## config.mk

```make
export PLATFORM = sky130hd
export DESIGN_NAME = gso_mul
export DESIGN_NICKNAME = d
export VERILOG_FILES = /design/src/gso_pkg.sv /design/src/gso_mul.sv
export SDC_FILE = /design/constraint.sdc
export NUM_CORES = 2
export LEC_CHECK = 0
export ABC_CLOCK_PERIOD_IN_PS = 12100
export BUFFER_PORTS_ARGS = -buffer_cell sky130_fd_sc_hd__buf_2
export CAP_MARGIN = 0
export CORE_MARGIN = 2
export CORE_UTILIZATION = 55
export CTS_CLUSTER_SIZE = 25
export DETAILED_ROUTE_END_ITERATION = 8
export PLACE_DENSITY_LB_ADDON = 0.05
export SLEW_MARGIN = 20
export SYNTH_ARGS = -nofsm -noshare
export SYNTH_HDL_FRONTEND = slang
export SYNTH_SLANG_ARGS = --single-unit
```

## constraint.sdc

```tcl
create_clock -name i_clk -period 12.1 [get_ports i_clk]
set_input_delay 2.42 -clock i_clk [delete_from_list [all_inputs] [get_ports i_clk]]
set_output_delay 2.42 -clock i_clk [all_outputs]
set_load 0.05 [all_outputs]
```

## src/gso_pkg.sv

```systemverilog
// Shared types, constants and helpers of the Gram-Schmidt orthonormaliser.
`default_nettype none
package gso_pkg;

    localparam int GSO_MAX_ROWS  = 8;
    localparam int GSO_MAX_COLS  = 4;
    localparam int GSO_FRAC_BITS = 28;

    localparam int VAL_W = 32;

    typedef enum logic [1:0] {
        CMD_WRITE = 2'd0,
        CMD_ORTHO = 2'd1,
        CMD_READ  = 2'd2,
        CMD_NONE  = 2'd3
    } t_cmd;

    localparam logic KIND_READ = 1'b0;
    localparam logic KIND_DONE = 1'b1;

    localparam logic [1:0] CFG_ROWS  = 2'd0;
    localparam logic [1:0] CFG_COLS  = 2'd1;
    localparam logic [1:0] CFG_FLOOR = 2'd2;

    localparam logic signed [63:0] SAT_HI = 64'sd2147483647;
    localparam logic signed [63:0] SAT_LO = -64'sd2147483648;

    // start strobes for the root / divide unit
    typedef struct packed {
        logic start_sqrt;
        logic start_div;
    } t_sd_ctrl;

    function automatic logic signed [31:0] sat32(input logic signed [63:0] x);
        logic signed [31:0] y;
        if (x > SAT_HI) begin
            y = 32'sh7FFFFFFF;
        end else if (x < SAT_LO) begin
            y = 32'sh80000000;
        end else begin
            y = x[31:0];
        end
        return y;
    endfunction

endpackage
`default_nettype wire

```

## src/gso_mul.sv

```systemverilog
// Shared two-stage multiplier with round-half-up to the fixed-point grid.
`default_nettype none
module gso_mul #(
    parameter int FRAC_BITS = gso_pkg::GSO_FRAC_BITS
) (
    input  wire logic               i_clk,
    input  wire logic signed [31:0] i_a,
    input  wire logic signed [31:0] i_b,
    output logic signed      [63:0] o_rnd
);

    localparam logic signed [63:0] HALF = 64'sd1 <<< (FRAC_BITS - 1);

    logic signed [63:0] r_prod;

    always_ff @(posedge i_clk) begin
        r_prod <= 64'(i_a) * 64'(i_b);
        o_rnd  <= (r_prod + HALF) >>> FRAC_BITS;
    end

endmodule
`default_nettype wire

```

==> run summary <==
status = completed
io pins = 129
core area = 67300 µm²
DRC viols = 0
initial antenna violation count = 5
Worst Setup Slack, final = 1.63 ns
Adder-Cell Fraction of Synth Area = 63.8%
Slew Viols, Final = 0
clock skew = 0.00920 ns
clk sink count = 73
syn_nets = 5234
Fin. Hold Viols = 0
antenna-violating nets left = 0
Rows = 95
DR pass1 iterations = 5
simple-gate share of the synthesized area = 15.7%
final core area utilization = 57.8%
worst slew pin tran = 0.996 ns
die width = 265 µm
H-tree depth = 3
Post-Synth XOR/XNOR Area = 2.03%
die area = 70200 µm²
GP Congestion = 0.936
number of synthesized flops with an enable pin = 0
largest family of logic cells by synthesized area = adder cells
Clock transition at path regs = 0.06 ns
Setup WS pre-CTS = 1.37 ns
CP max FO = 32
Layout area overhead = 3.76%
cts bufs inserted = 9
# fillers = 6110
area fraction in compound gates after synthesis = 2.61%
count leader, synth = fa_1
syn avg cell area = 9.59 µm²
Final min period = 10.47 ns
vias per cell = 5.45
layout cell share with drive strength beyond 1 = 5.02%
flops & latches, synth = 73
mux cell area share after synthesis = 0%
setup TNS = 0 ns
top cells by count, synth = 1081 x fa_1, 939 x inv_1, 522 x nand2_1
HP Class = flop to flop
area leader, netlist = fa_1
crit path DAT = 10.69 ns
share of Yosys cell area claimed by the top area cell type = 57.7%
first-pass GRT wire length = 170000 µm
Max Root-Sink Buffers = 2
CTS Root Cell = clkbuf_16
ys async rst share = 0%
final setup fails = 0
RSZ-0062 raised after global routing = no
DR iter-0 viols = 1282
Syn. warnings = 0
Slew Limit Headroom = 33.6%
# Post-CTS Setup Buffers = 0
GRT Overall Usage = 32.5%
drt wl/cell = 22.4 µm
Routed WL = 106000 µm
gr ovfl total = 0
Starting Density = 55.7%
hpwl dp = 84300 µm
Worst-Skew Late Latency = 0.34 ns
Top FF cell, synth = dfxtp_1
CP Class = primary input to flop
Resized cells post-CTS = 0
NumNets Final = 5184
via count = 25800
die height = 265 µm
Area contributors post-synth = fa_1 58%, inv_1 9.4%, and2_1 8.6%, ha_1 6.0%, nand2_1 5.2%
Tcrit/Tclk final = 86.5%
CTS tree = yes
Post-Syn Area = 37500 µm²
fmax = 95.5 MHz
pin count of the biggest net entering global routing = 33
CP endpoint kind = flop
Max Cap Viol = 0
Port Buffers = 128
Synth Instances = 3907
Worst Setup Start Kind = primary input
vias in the first global route = 29500
CTS hold repair buffers = 0
Synth cell types = 53
Critical Path RT = 12.32 ns
register area share after synthesis = 3.90%
[logic make-up after synthesis]
| group | after synthesis |
|---|---|
| fa+ha+maj | 1262 |
| buf+inv | 1167 |
| simple gates | 1166 |
| compound gates | 152 |
| xor+xnor | 87 |
| flops | 73 |
[worst max-delay path: stages]
cell      delay [ns]
buf_2           0.50
nand2_1         0.28
fa_1            0.82
inv_1           0.11
fa_1            0.52
inv_1           0.06
fa_1            0.49
fa_1            0.51
inv_1           0.05
fa_1            0.60
fa_1            0.45
fa_1            0.52
fa_1            0.43
ha_1            0.39
a21o_1          0.21
a21o_1          0.17
a21oi_1         0.19
nand2_1         0.17
a211oi_1        0.82
nor2_1          0.30
a211oi_1        0.37
o31ai_1         0.14
xnor2_1         0.13
[layer usage]
| metal | routed length [µm] | part of all wire (%) | GRT usage [%] | vias to the layer above |
|---|---|---|---|---|
| met5 | 32 | 0.030 | 0 | - |
| met2 | 54400 | 51 | 57.6 | 768 |
| met1 | 39400 | 37 | 38.7 | 13800 |
| met3 | 4860 | 4.6 | 3.81 | 293 |
| li1 | - | - | - | 11000 |
| met4 | 7420 | 7.0 | 18.2 | 4 |
[final cells by class]
type                            count  area (µm²)  share of cell area [%]
Multi-Input combinational cell   2667       31500                    81.1
Inverter                          940        3530                    9.07
Sequential cell                    73        1460                    3.76
Tap cell                          873        1090                    2.81
Timing Repair Buffer              166         926                    2.38
Clock buffer                       10         229                   0.589
Clock inverter                      6         113                   0.290
Antenna cell                        5        12.5                  0.0322
[per-stage QoR]
stage	hold WS [ns]	area, µm²	cells
2_1_floorplan	0.409	37500	3907
3_3_place_gp	0.441	38500	4719
3_5_place_dp	0.442	38500	4719
4_1_cts	0.449	38900	4735
5_1_grt	0.472	38900	4735
6_report	0.447	38900	4740
[final timing paths]
| path | slack [ns] | to | cells after the start | start |
|---|---|---|---|---|
| worst max-delay path | 1.63 | r_prod[63] | 23 | i_a[31] |
| worst min-delay path | 0.45 | o_rnd[10] | 1 | r_prod[38] |
| worst max register to register | 9.44 | o_rnd[35] | 9 | r_prod[28] |
| worst min register to register | 0.45 | o_rnd[10] | 1 | r_prod[38] |
[cell usage in the layout, fill, tap and decap left out, drive strengths merged, types with 3 or more instances in the layout]
cell type and instances:
a211oi 7, a21o 23, a21oi 54, a31oi 4
and2 517, and3 15, and4 6, buf 166
bufinv 3, clkbuf 10, dfxtp 73, diode 5
fa 1081, ha 181, inv 941, nand2 522
nand2b 9, nand3 22, nand4 15, nor2 46
nor3 4, o211ai 8, o21a 4, o21ai 26
o21bai 10, o31ai 4, xnor2 59, xor2 28
[flip-flops by register name (all words and copies together) (netlist names)]
| register | flops |
|---|---|
| o_rnd | 36 |
| r_prod | 37 |
Power is left out: the tool's default activity adds up to more than one toggle a clock period on the data nets, which glitch-free logic cannot reach.
