## src/gso_pkg.sv

```systemverilog
// Shared types, constants and helpers of the Gram-Schmidt orthonormaliser.
`default_nettype none
package gso_pkg;

    localparam int GSO_MAX_ROWS  = 8;
    localparam int GSO_MAX_COLS  = 4;
    localparam int GSO_FRAC_BITS = 28;

    localparam int VAL_W = 32;

    typedef enum logic [1:0] {
        CMD_WRITE = 2'd0,
        CMD_ORTHO = 2'd1,
        CMD_READ  = 2'd2,
        CMD_NONE  = 2'd3
    } t_cmd;

    localparam logic KIND_READ = 1'b0;
    localparam logic KIND_DONE = 1'b1;

    localparam logic [1:0] CFG_ROWS  = 2'd0;
    localparam logic [1:0] CFG_COLS  = 2'd1;
    localparam logic [1:0] CFG_FLOOR = 2'd2;

    localparam logic signed [63:0] SAT_HI = 64'sd2147483647;
    localparam logic signed [63:0] SAT_LO = -64'sd2147483648;

    // start strobes for the root / divide unit
    typedef struct packed {
        logic start_sqrt;
        logic start_div;
    } t_sd_ctrl;

    function automatic logic signed [31:0] sat32(input logic signed [63:0] x);
        logic signed [31:0] y;
        if (x > SAT_HI) begin
            y = 32'sh7FFFFFFF;
        end else if (x < SAT_LO) begin
            y = 32'sh80000000;
        end else begin
            y = x[31:0];
        end
        return y;
    endfunction

endpackage
`default_nettype wire

```

## src/gso_sqdiv.sv

```systemverilog
// Bit-serial unit shared by the scaled square root and the quotient.
`default_nettype none
module gso_sqdiv #(
    parameter int FRAC_BITS = gso_pkg::GSO_FRAC_BITS
) (
    input  wire logic               i_clk,
    input  wire logic               i_rst_n,
    input  wire gso_pkg::t_sd_ctrl  i_ctrl,
    input  wire logic        [63:0] i_radicand,
    input  wire logic signed [31:0] i_dividend,
    input  wire logic        [47:0] i_divisor,
    output logic                    o_busy,
    output logic             [47:0] o_root,
    output logic signed      [31:0] o_quot
);

    localparam int XW       = 96;
    localparam int CNT_W    = 7;
    localparam int SQ_STEPS = 48;
    localparam int DV_STEPS = 32 + FRAC_BITS;

    logic             r_busy;
    logic             r_mode_sqrt;
    logic             r_neg;
    logic [CNT_W-1:0] r_cnt;
    logic [XW-1:0]    r_x;
    logic [49:0]      r_rem;
    logic [63:0]      r_res;
    logic [47:0]      r_div;

    logic [51:0] remn;
    logic [51:0] cand;
    logic [52:0] diff;
    logic        ge;
    logic [31:0] mag;

    always_comb begin
        if (r_mode_sqrt) begin
            remn = {r_rem, r_x[XW-1 -: 2]};
            cand = {2'b00, r_res[47:0], 2'b01};
        end else begin
            remn = {1'b0, r_rem, r_x[XW-1]};
            cand = {4'b0000, r_div};
        end
        diff = {1'b0, remn} - {1'b0, cand};
        ge   = !diff[52];
        mag  = i_dividend[31] ? 32'(-i_dividend) : 32'(i_dividend);
    end

    always_ff @(posedge i_clk) begin
        if (!i_rst_n) begin
            r_busy <= 1'b0;
        end else if (i_ctrl.start_sqrt || i_ctrl.start_div) begin
            r_busy <= 1'b1;
        end else if (r_busy && r_cnt == '0) begin
            r_busy <= 1'b0;
        end
    end

    always_ff @(posedge i_clk) begin
        if (i_ctrl.start_sqrt) begin
            r_mode_sqrt <= 1'b1;
            r_cnt       <= CNT_W'(SQ_STEPS - 1);
            r_x         <= XW'({i_radicand, {FRAC_BITS{1'b0}}});
            r_rem       <= '0;
            r_res       <= '0;
        end else if (i_ctrl.start_div) begin
            r_mode_sqrt <= 1'b0;
            r_cnt       <= CNT_W'(DV_STEPS - 1);
            r_x         <= {mag, {(XW-32){1'b0}}};
            r_rem       <= '0;
            r_res       <= '0;
            r_div       <= i_divisor;
            r_neg       <= i_dividend[31];
        end else if (r_busy) begin
            r_cnt <= r_cnt - 1'b1;
            r_x   <= r_mode_sqrt ? (r_x << 2) : (r_x << 1);
            r_rem <= ge ? diff[49:0] : remn[49:0];
            r_res <= {r_res[62:0], ge};
        end
    end

    assign o_busy = r_busy;
    assign o_root = r_res[47:0];
    assign o_quot = gso_pkg::sat32(r_neg ? -$signed(r_res) : $signed(r_res));

endmodule
`default_nettype wire

```

## config.mk

```make
export PLATFORM = sky130hd
export DESIGN_NAME = gso_sqdiv
export DESIGN_NICKNAME = d
export VERILOG_FILES = /design/src/gso_pkg.sv /design/src/gso_sqdiv.sv
export SDC_FILE = /design/constraint.sdc
export NUM_CORES = 1
export LEC_CHECK = 0
export BUFFER_PORTS_ARGS = -buffer_cell sky130_fd_sc_hd__buf_2
export CAP_MARGIN = 10
export CORE_UTILIZATION = 59
export DETAILED_ROUTE_END_ITERATION = 16
export PLACE_DENSITY = 0.81
export SLEW_MARGIN = 20
export SYNTH_ARGS = -nofsm -noshare
export SYNTH_HDL_FRONTEND = slang
export SYNTH_SLANG_ARGS = --single-unit
```

## constraint.sdc

```tcl
create_clock -name i_clk -period 7 [get_ports i_clk]
set_clock_uncertainty 0.15 [all_clocks]
set_input_delay 0.35 -clock i_clk [delete_from_list [all_inputs] [get_ports i_clk]]
set_output_delay 0.35 -clock i_clk [all_outputs]
set_load 0.02 [all_outputs]
```

==> flow_summary.toml <==
[power_and_ir_drop]
p_switching_mw = 1.69
powerDensity_nw_per_um2 = 237
internal_power_mw = 3.05
swShare_pct = 35.7
clkPwrFrac_pct = 28.4
ir_drop_v = 0.000210
power_frac_comb_pct = 37.1
p_leak_nw = 8.84
p_seq_share_pct = 34.5
total_power_mw = 4.74

[global_route]
antenna_found_initial = 6
first_global_vias = 14561
grt_usage_pct = 31.1
grt_overflow = 0
grt_max_degree = 104
grt_pass1_wl_mm = 76.5

[floorplan]
io_pins = 229
die_h_um = 173
coreArea_sq_um = 28700
initial_core_util_pct = 60.0
dieArea_sq_um = 29900
dieWidth_um = 173
num_rows = 62

[clocking]
clk_pin_slew_worst_paths_ns = 0.06
cts_setup_buffers = 0
clock_path_buffers = 3
cts_tree = "done"
cts_resized = 0
ctsRootBufferMaster = "clkbuf_16"
cts_buffers = 27
clock-sinks = 240
clk-insertion-delay-late_ns = 0.54
postCtsHoldBufs = 110
cts_max_level = 1

[timing]
finalCriticalPeriod_ns = 5.98
worst_pin_slew_ns = 1.08
finalHoldViolCount = 0
final.setup.tns_ns = 0
drv_slew = 0
clock.fmax_ghz = 0.167
fin_crit_sh_pct = 85.4
grt_setup_unrepaired = "no"
slew_headroom_pct = 28.1
setup_viol = 0

[detailed_routing]
postRouteAntennaNets = 0
first_iter_violations = 1443
num_vias = 15529
wirelength_mm = 48.4
wl_per_cell_um = 19.0
vias_per_cell = 6.11
drcViolationCount = 0
drt-pass1-iter-count = 5

[synthesis]
synthCells = 1940
yosys-top-cells-count = "mux2i_1, nor2_1, nand2_1"
synth.most_common_cell = "mux2i_1"
yosysUniqueCellTypes = 81
syn-mean-instance-area_sq_um = 8.87
yosys.area.top_type = "edfxtp_1"
synthTopCellsByArea = "edfxtp_1, dfxtp_1, mux2i_1, nor2_1, o21ai_0"
yosysSeqAreaShare_pct = 34.5
synth-async-reset-ratio_pct = 0
netlist_area_sq_um = 17200
synth_warnings = 0
synth_edf_count = 113
synth_top_cell_area_share_pct = 19.7
ys_ff_latch = 240
synth_ff_type = "dfxtp_1"
synth_nets = 2142

[critical_path]
cp.required_ns = 6.50
crit_fanout = 31
crit_path_end_kind = "output pin"
path_class = "flop to output pin"
arrival_ns = 5.48
rrSetupSlack_ns = 1.70
cp-start-kind = "flop"
regToRegStartpoint = "r_mode_sqrt$_SDFFE_PP1P_"
r2r_cells = 14
timing.rr.end = "r_rem[12]$_SDFFE_PP0P_"

[min_path]
min-delay-start = "i_radicand[58]"
whs_path_depth = 3
hold_class = "input pin to flop"
holdPathEnd = "r_x[86]$_DFFE_PP_"

[flow_run]
drv_cap = 0

[status]
status = "finished clean"

[finish]
nets = 2338
fin_area_sq_um = 20000
area_growth_syn_to_layout_pct = 16.0
final_util_pct = 69.6
fillers = 2160
final_layout_size_suffix_gt1_share_pct = 18.1

[placement]
dpl.hpwl_mm = 32.7
port_buffers = 228
place_area_sq_um = 18000
place_congestion = 0.982
-- cells by family (layout without fill, tap and decap cells) --
| group | after synthesis | in the layout | synth area share [%] |
|---|---|---|---|
| other | 0 | 3 | 0 |
| buffers and inverters | 225 | 441 | 6.35 |
| AO/OA/AOI/OAI | 497 | 497 | 18.7 |
| adder cells (fa/ha/maj) | 54 | 54 | 3.97 |
| AND/OR/NAND/NOR | 542 | 542 | 14.8 |
| XOR/XNOR | 130 | 130 | 6.62 |
| multiplexers | 252 | 252 | 15.0 |
| flip-flops | 240 | 240 | 34.5 |
-- area by class of cell --
type | count | area, sq um | area share (%)
multi-input cells | 1475 | 10200 | 51.1
flip-flops and latches | 240 | 5940 | 29.8
well taps | 384 | 480 | 2.41
clock buffers | 37 | 737 | 3.69
clock inverters | 12 | 83.8 | 0.420
repair buffers | 354 | 2360 | 11.8
inverters | 38 | 143 | 0.715
diodes | 3 | 7.51 | 0.0376
-- layout by cell type (no fill, tap or decap), types with 12 or more instances in the layout --
master,instances
buf_2,228
mux2i_1,201
nor2_1,194
nand2_1,163
o21ai_0,146
dfxtp_1,125
edfxtp_1,113
a21oi_1,112
dlygate4sd3_1,110
xnor2_1,72
xor2_1,58
ha_1,53
mux2_2,50
inv_1,36
a211oi_1,35
o21ai_2,30
o31ai_1,27
clkbuf_16,27
nand3_1,26
a21o_1,26
nor3_1,25
or3_1,23
nand4_1,22
o41ai_1,16
buf_4,16
nand2b_1,12
or4_1,12
a21boi_0,12
-- layer usage --
| metal | part of all wire [%] | up-vias | track usage [%] |
|---|---|---|---|
| met1 | 42 | 7266 | 40.5 |
| met4 | 3.4 | 2 | 11.1 |
| met5 | 0.023 | - | 0 |
| met2 | 47 | 698 | 52.8 |
| met3 | 7.3 | 121 | 4.31 |
| li1 | - | 7442 | - |
-- worst max path at each step --
stage / from / end
4_1_cts: r_res[8]$_SDFFE_PP0P_ / o_quot[29]
5_1_grt: r_res[8]$_SDFFE_PP0P_ / o_quot[1]
6_report: r_res[8]$_SDFFE_PP0P_ / o_quot[29]
2_1_floorplan: r_mode_sqrt$_SDFFE_PP1P_ / r_rem[34]$_SDFFE_PP0P_
3_5_place_dp: r_res[8]$_SDFFE_PP0P_ / o_quot[29]
3_3_place_gp: r_mode_sqrt$_SDFFE_PP1P_ / r_rem[12]$_SDFFE_PP0P_
-- critical path, cell delays in order (launching register included) --
cell	delay (ns)
dfxtp_1	0.41
nor4_1	0.79
nand4_1	0.46
or3_1	0.61
nor3_1	0.30
o21bai_1	0.11
a2111o_1	0.44
nor4_1	0.40
nand4_1	0.22
o21bai_4	0.83
o21ai_2	0.14
buf_2	0.21
-- per-stage QoR --
stage               hold slack [ns]  cells  setup slack [ns]
floorplan                     0.298   1940              1.81
global placement              0.330   2381              1.78
detailed placement            0.334   2381              1.69
CTS                         0.00851   2540              1.11
global route                 0.0261   2543             0.748
finish                       0.0217   2543              1.02
-- sequential cells by signal, summed over array words and instances, names as in the netlist --
| name | cells |
|---|---|
| r_mode_sqrt | 1 |
| r_cnt | 7 |
| r_res | 64 |
| r_neg | 1 |
| r_div | 48 |
| r_x | 68 |
| r_rem | 50 |
| o_busy | 1 |
-- power groups by stage --
stage | sequential, mW | clock, mW | combinational [mW]
6_report | 1.63 | 1.35 | 1.76
5_1_grt | 1.64 | 1.41 | 1.91
4_1_cts | 1.63 | 1.35 | 1.74
3_5_place_dp | 1.66 | 0 | 1.68
3_3_place_gp | 1.65 | 0 | 1.66
2_1_floorplan | 1.63 | 0 | 1.29
Note: power is estimated with default switching activity, not from simulation.
